`src/bsr_square_unit.sv`:
```
// Fixed-point squarer: one shared half-width multiplier over three partial
// products, accumulated and saturated. Standalone; started by the sequencer.
module bsr_square_unit #(
    parameter int DATA_WIDTH = 64,
    parameter int FRAC_BITS  = 32
) (
    input  logic                  clk,
    input  logic                  rst_n,
    input  logic                  start,
    input  logic [DATA_WIDTH-1:0] mid,
    output logic                  done,
    output logic [DATA_WIDTH-1:0] square
);

    localparam int H  = (DATA_WIDTH + 1) / 2;
    localparam int PW = 2 * DATA_WIDTH;

    localparam logic [2:0] PH_IDLE  = 3'd0;
    localparam logic [2:0] PH_CROSS = 3'd1;
    localparam logic [2:0] PH_HIGH  = 3'd2;
    localparam logic [2:0] PH_LAST  = 3'd3;
    localparam logic [2:0] PH_DONE  = 3'd4;

    logic [2:0]    phase_reg, phase_next;
    logic [2*H-1:0] pp_reg, pp_next;
    logic [PW-1:0] acc_reg, acc_next;
    logic [H-1:0]  lo_half, hi_half, mul_a, mul_b;
    logic [2*H-1:0] prod;

    assign lo_half = mid[H-1:0];
    assign hi_half = H'(mid >> H);
    assign mul_a   = (phase_reg == PH_IDLE) ? lo_half : hi_half;
    assign mul_b   = (phase_reg == PH_HIGH) ? hi_half : lo_half;
    assign prod    = (2*H)'(mul_a) * (2*H)'(mul_b);

    always_comb
    begin
        phase_next = phase_reg;
        pp_next    = pp_reg;
        acc_next   = acc_reg;
        case (phase_reg)
            PH_IDLE:
            begin
                if (start)
                begin
                    pp_next    = prod;
                    acc_next   = '0;
                    phase_next = PH_CROSS;
                end
            end
            PH_CROSS:
            begin
                pp_next    = prod;
                acc_next   = acc_reg + PW'(pp_reg);
                phase_next = PH_HIGH;
            end
            PH_HIGH:
            begin
                pp_next    = prod;
                acc_next   = acc_reg + (PW'(pp_reg) << (H + 1));
                phase_next = PH_LAST;
            end
            PH_LAST:
            begin
                acc_next   = acc_reg + (PW'(pp_reg) << (2 * H));
                phase_next = PH_DONE;
            end
            PH_DONE:
            begin
                phase_next = PH_IDLE;
            end
            default:
            begin
                phase_next = PH_IDLE;
            end
        endcase
    end

    always_ff @(posedge clk or negedge rst_n)
    begin
        if (!rst_n)
            phase_reg <= PH_IDLE;
        else
            phase_reg <= phase_next;
    end

    always_ff @(posedge clk)
    begin
        pp_reg  <= pp_next;
        acc_reg <= acc_next;
    end

    assign done   = (phase_reg == PH_DONE);
    assign square = (|acc_reg[PW-1:DATA_WIDTH+FRAC_BITS]) ? '1
                  : acc_reg[DATA_WIDTH+FRAC_BITS-1:FRAC_BITS];

endmodule

```
`config.mk`:
```
export PLATFORM = sky130hd
export DESIGN_NAME = bsr_square_unit
export DESIGN_NICKNAME = d
export VERILOG_FILES = /design/src/bsr_square_unit.sv
export SDC_FILE = /design/constraint.sdc
export NUM_CORES = 2
export LEC_CHECK = 0
export ABC_CLOCK_PERIOD_IN_PS = 24900
export BUFFER_PORTS_ARGS = -buffer_cell sky130_fd_sc_hd__buf_2
export CORE_MARGIN = 5
export CORE_UTILIZATION = 40
export DETAILED_ROUTE_END_ITERATION = 16
export GPL_TIMING_DRIVEN = 0
export PLACE_DENSITY = 0.55
export SYNTH_ARGS = -nofsm -noshare
export SYNTH_HDL_FRONTEND = slang
export SYNTH_SLANG_ARGS = --single-unit
export TNS_END_PERCENT = 20
```
`constraint.sdc`:
```
create_clock -name clk -period 24.9 [get_ports clk]
set_clock_uncertainty 0.05 [all_clocks]
set_input_delay 3.735 -clock clk [delete_from_list [all_inputs] [get_ports clk]]
set_output_delay 3.735 -clock clk [all_outputs]
set_load 0.01 [all_outputs]
```
==> reports/qor.csv <==
stage,metric,value,unit
synth,register area share after synthesis,10.9,%
synth,"Cell Area, Synth",0.0538,mm^2
setup_path,CP max-delay cell,mux2i_1,
cts,CTS H-tree depth,4,
cts,CTS Root Cell,clkbuf_16,
drt,Avg WL per Cell,30.4,um
grt,antenna violations before repair,11,
timing,period utilization,55.9,%
synth,multiplexer share of the synthesized area,1.92,%
synth,Post-synth EDFFs,192,
die,Initial Utilization,40.3,%
synth,post-synthesis simple-gate area fraction,16.9,%
synth,largest family of logic cells by synthesized area,adder cells,
synth,"flops & latches, synth",195,
synth,syn avg cell area,8.46,um^2
hold_path,Hold WC Path Type,flip-flop to flip-flop,
final_layout,Area Growth Syn to Fin,7.26,%
die,Core ar.,0.134,mm^2
die,I/O pin cnt,132,
placement,Final HPWL DP,213,mm
drt,DRT Pass-1 Iters,6,
timing,final max-slew violation count,53,
cts,Sink Count,195,
placement,Port-buffer cells,131,
flow_run,Max-Cap Viols,9,
final_layout,layout cell share with drive strength beyond 1,4.51,%
timing,Min Hold Slack,0.608,ns
synth,post-synthesis cell type count,89,
cts,clk slew on worst S/H paths,0.10,ns
die,Die X,377,um
setup_path,CP endpoint kind,flip-flop,
timing,Highest Clock Rate,0.0718,GHz
timing,# setup viols final,0,
run_status,status,"finished, violations left",
setup_path,crit path DAT,14.14,ns
drt,final WL,253,mm
grt,largest net degree at the start of global routing,62,
synth,Synth Area in Compound Gates,12.8,%
drt,DR vias/cell,5.89,
synth,ys flop type,edfxtp_1,
synth,adder-cell share of the synthesized area,44.0,%
final_layout,max FFs per register,128,
timing,min Tclk post-route,13.93,ns
grt,All-Layer GR Usage,35.3,%
setup_path,CP most frequent cell,fa_1,
final_layout,Fillers,13600,
cts,cts bufs inserted,17,
cts,PostCTS Resize Cnt,0,
run_status,failing checks,"capacitance limit, slew limit",
synth,XOR/XNOR Fraction of Synth Area,4.74,%
cts,maximum clock path buffer count,2,
synth,synth warn,0,
cts,Clock Latency Late Sink,0.53,ns
drt,# DRC,0,
drt,DR iter-0 viols,5163,
setup_path,Critical Setup Path Class,flip-flop to flip-flop,
timing,Least-Margin Pin Slew,1.56,ns
setup_path,CP Max Fanout,11,
cts,CTS tree,done,
setup_path,CP peak stage delay,1.27,ns
synth,Async SR Flop Fraction,1.54,%
grt,total gr overflow,0,
grt,via count of the first global-routing pass,48800,
drt,via count,49000,
timing,Slew headroom,-3.83,%
timing,Final Hold Fails,0,
timing,Post-Route Setup TNS,0,ns
placement,routability cong.,1.05,
setup_path,CP startpoint kind,flip-flop,
die,die area,0.142,mm^2
final_layout,nets,7951,
die,Die Y,377,um
grt,first-pass GRT wire length,358,mm
setup_path,Worst EP required,25.11,ns
timing,RSZ-0062 raised after global routing,no,
synth,Mapped Cells,6364,
cts,post-CTS setup buffer count,0,
cts,Post-CTS Hold Buffers,0,
die,Site Rows,134,
drt,antenna-violating nets left,0,
synth,Mapped Nets,7784,
cell usage after synthesis, types with 19 or more instances:
library cell,number,share of area (%)
a221oi_1,19,0.31
and3_1,45,0.52
ha_1,454,11
a211oi_1,26,0.36
a22oi_1,29,0.40
nand2_1,765,5.3
xor2_1,122,2.0
nor2b_1,23,0.27
nor2_1,814,5.7
or3_1,71,0.83
o211ai_1,20,0.28
o21a_1,30,0.42
o21ai_0,218,2.0
nand4_1,94,1.1
mux2_2,33,0.69
nand2b_1,24,0.28
and2_1,24,0.28
a21o_1,109,1.5
a31oi_1,35,0.41
inv_1,935,6.5
a21oi_1,316,2.9
o21ai_1,26,0.24
o22ai_1,40,0.46
fa_1,899,33
xnor2_1,169,2.8
a21boi_0,20,0.28
clkbuf_1,267,1.9
nor4_1,27,0.31
nand3_1,85,0.79
o21bai_1,56,0.78
nor3_1,61,0.57
edfxtp_1,192,11
mux2i_1,66,1.2
o31ai_1,25,0.35
critical path, delay by kind of cell (launching register included):
kind / cells / cell delay, ns
adder cells (fa/ha/maj): 9 / 4.09
multiplexers: 1 / 1.27
flip-flops: 1 / 0.34
XOR/XNOR: 1 / 0.16
buffers and inverters: 8 / 4.80
AND/OR/NAND/NOR: 7 / 1.89
AO/OA/AOI/OAI: 4 / 1.05
placed cells by master (no fill, tap or decap), types with 53 or more instances in the layout:
cell,n
nand4_1,94
o21ai_0,218
xor2_1,122
nor2_1,813
ha_1,454
fa_1,899
mux2i_1,53
buf_2,149
inv_1,934
o21bai_1,56
or3_1,71
a21oi_1,314
nand3_1,85
edfxtp_1,192
clkbuf_1,267
nor3_1,61
nand2_1,765
xnor2_1,169
a21o_1,109
layer usage:
metal / wire length, um / up-vias / GRT usage (%)
met5: 11 / - / 0
met4: 21600 / 2 / 23.5
met3: 21400 / 574 / 6.09
met2: 109000 / 2556 / 54.2
met1: 101000 / 24700 / 46.0
li1: - / 21200 / -
path summary, 6_finish.rpt:
kind / startpoint / end / slack [ns] / cells past startpoint
setup reg to reg: phase_reg[1]$_DFFE_PN0P_ / pp_reg[63]$_DFFE_PP_ / 10.97 / 30
max in group asynchronous: rst_n / phase_reg[0]$_DFFE_PN0P_ / 21.68 / 1
setup / recovery: phase_reg[1]$_DFFE_PN0P_ / pp_reg[63]$_DFFE_PP_ / 10.97 / 30
hold / removal: acc_reg[0]$_DFFE_PP_ / acc_reg[0]$_DFFE_PP_ / 0.61 / 2
min in group asynchronous: rst_n / phase_reg[2]$_DFFE_PN0P_ / 2.97 / 1
hold reg to reg: acc_reg[0]$_DFFE_PP_ / acc_reg[0]$_DFFE_PP_ / 0.61 / 2
kinds of logic (layout without fill, tap and decap cells):
| kind of cell | count (synthesis) | after routing |
|---|---|---|
| compound gates | 1086 | 1086 |
| xor+xnor | 291 | 291 |
| fa+ha+maj | 1353 | 1353 |
| buf+inv | 1246 | 1426 |
| flops | 195 | 195 |
| mux | 99 | 99 |
| other cells | 0 | 8 |
| simple gates | 2094 | 2094 |
per-stage QoR:
step / instances / cell area [um^2] / worst slack (ns) / utilization [%]
6_report: 8320 / 57700 / 10.97 / 43.2
5_1_grt: 8313 / 57700 / 10.95 / 43.2
4_1_cts: 8311 / 57700 / 11.20 / 43.2
3_5_place_dp: 8279 / 57000 / 10.76 / 42.7
3_3_place_gp: 8263 / 56700 / 10.77 / 42.4
2_1_floorplan: 6364 / 53800 / 13.44 / -
layout make-up:
type                       instances  area (um^2)  area share, %
clock buffer                      17          425          0.737
clock inverter                    15          225          0.390
antenna                            8         20.0         0.0347
tap                             1768         2210           3.83
inverter                         935         3510           6.08
timing repair buffer             148          941           1.63
buffer                           311         1210           2.10
sequential                       195         5840           10.1
multi-input combinational       4923        43300           75.1
Power is not shown: default switching activity piles up to over one toggle a cycle in this logic, so the estimate is an artifact.
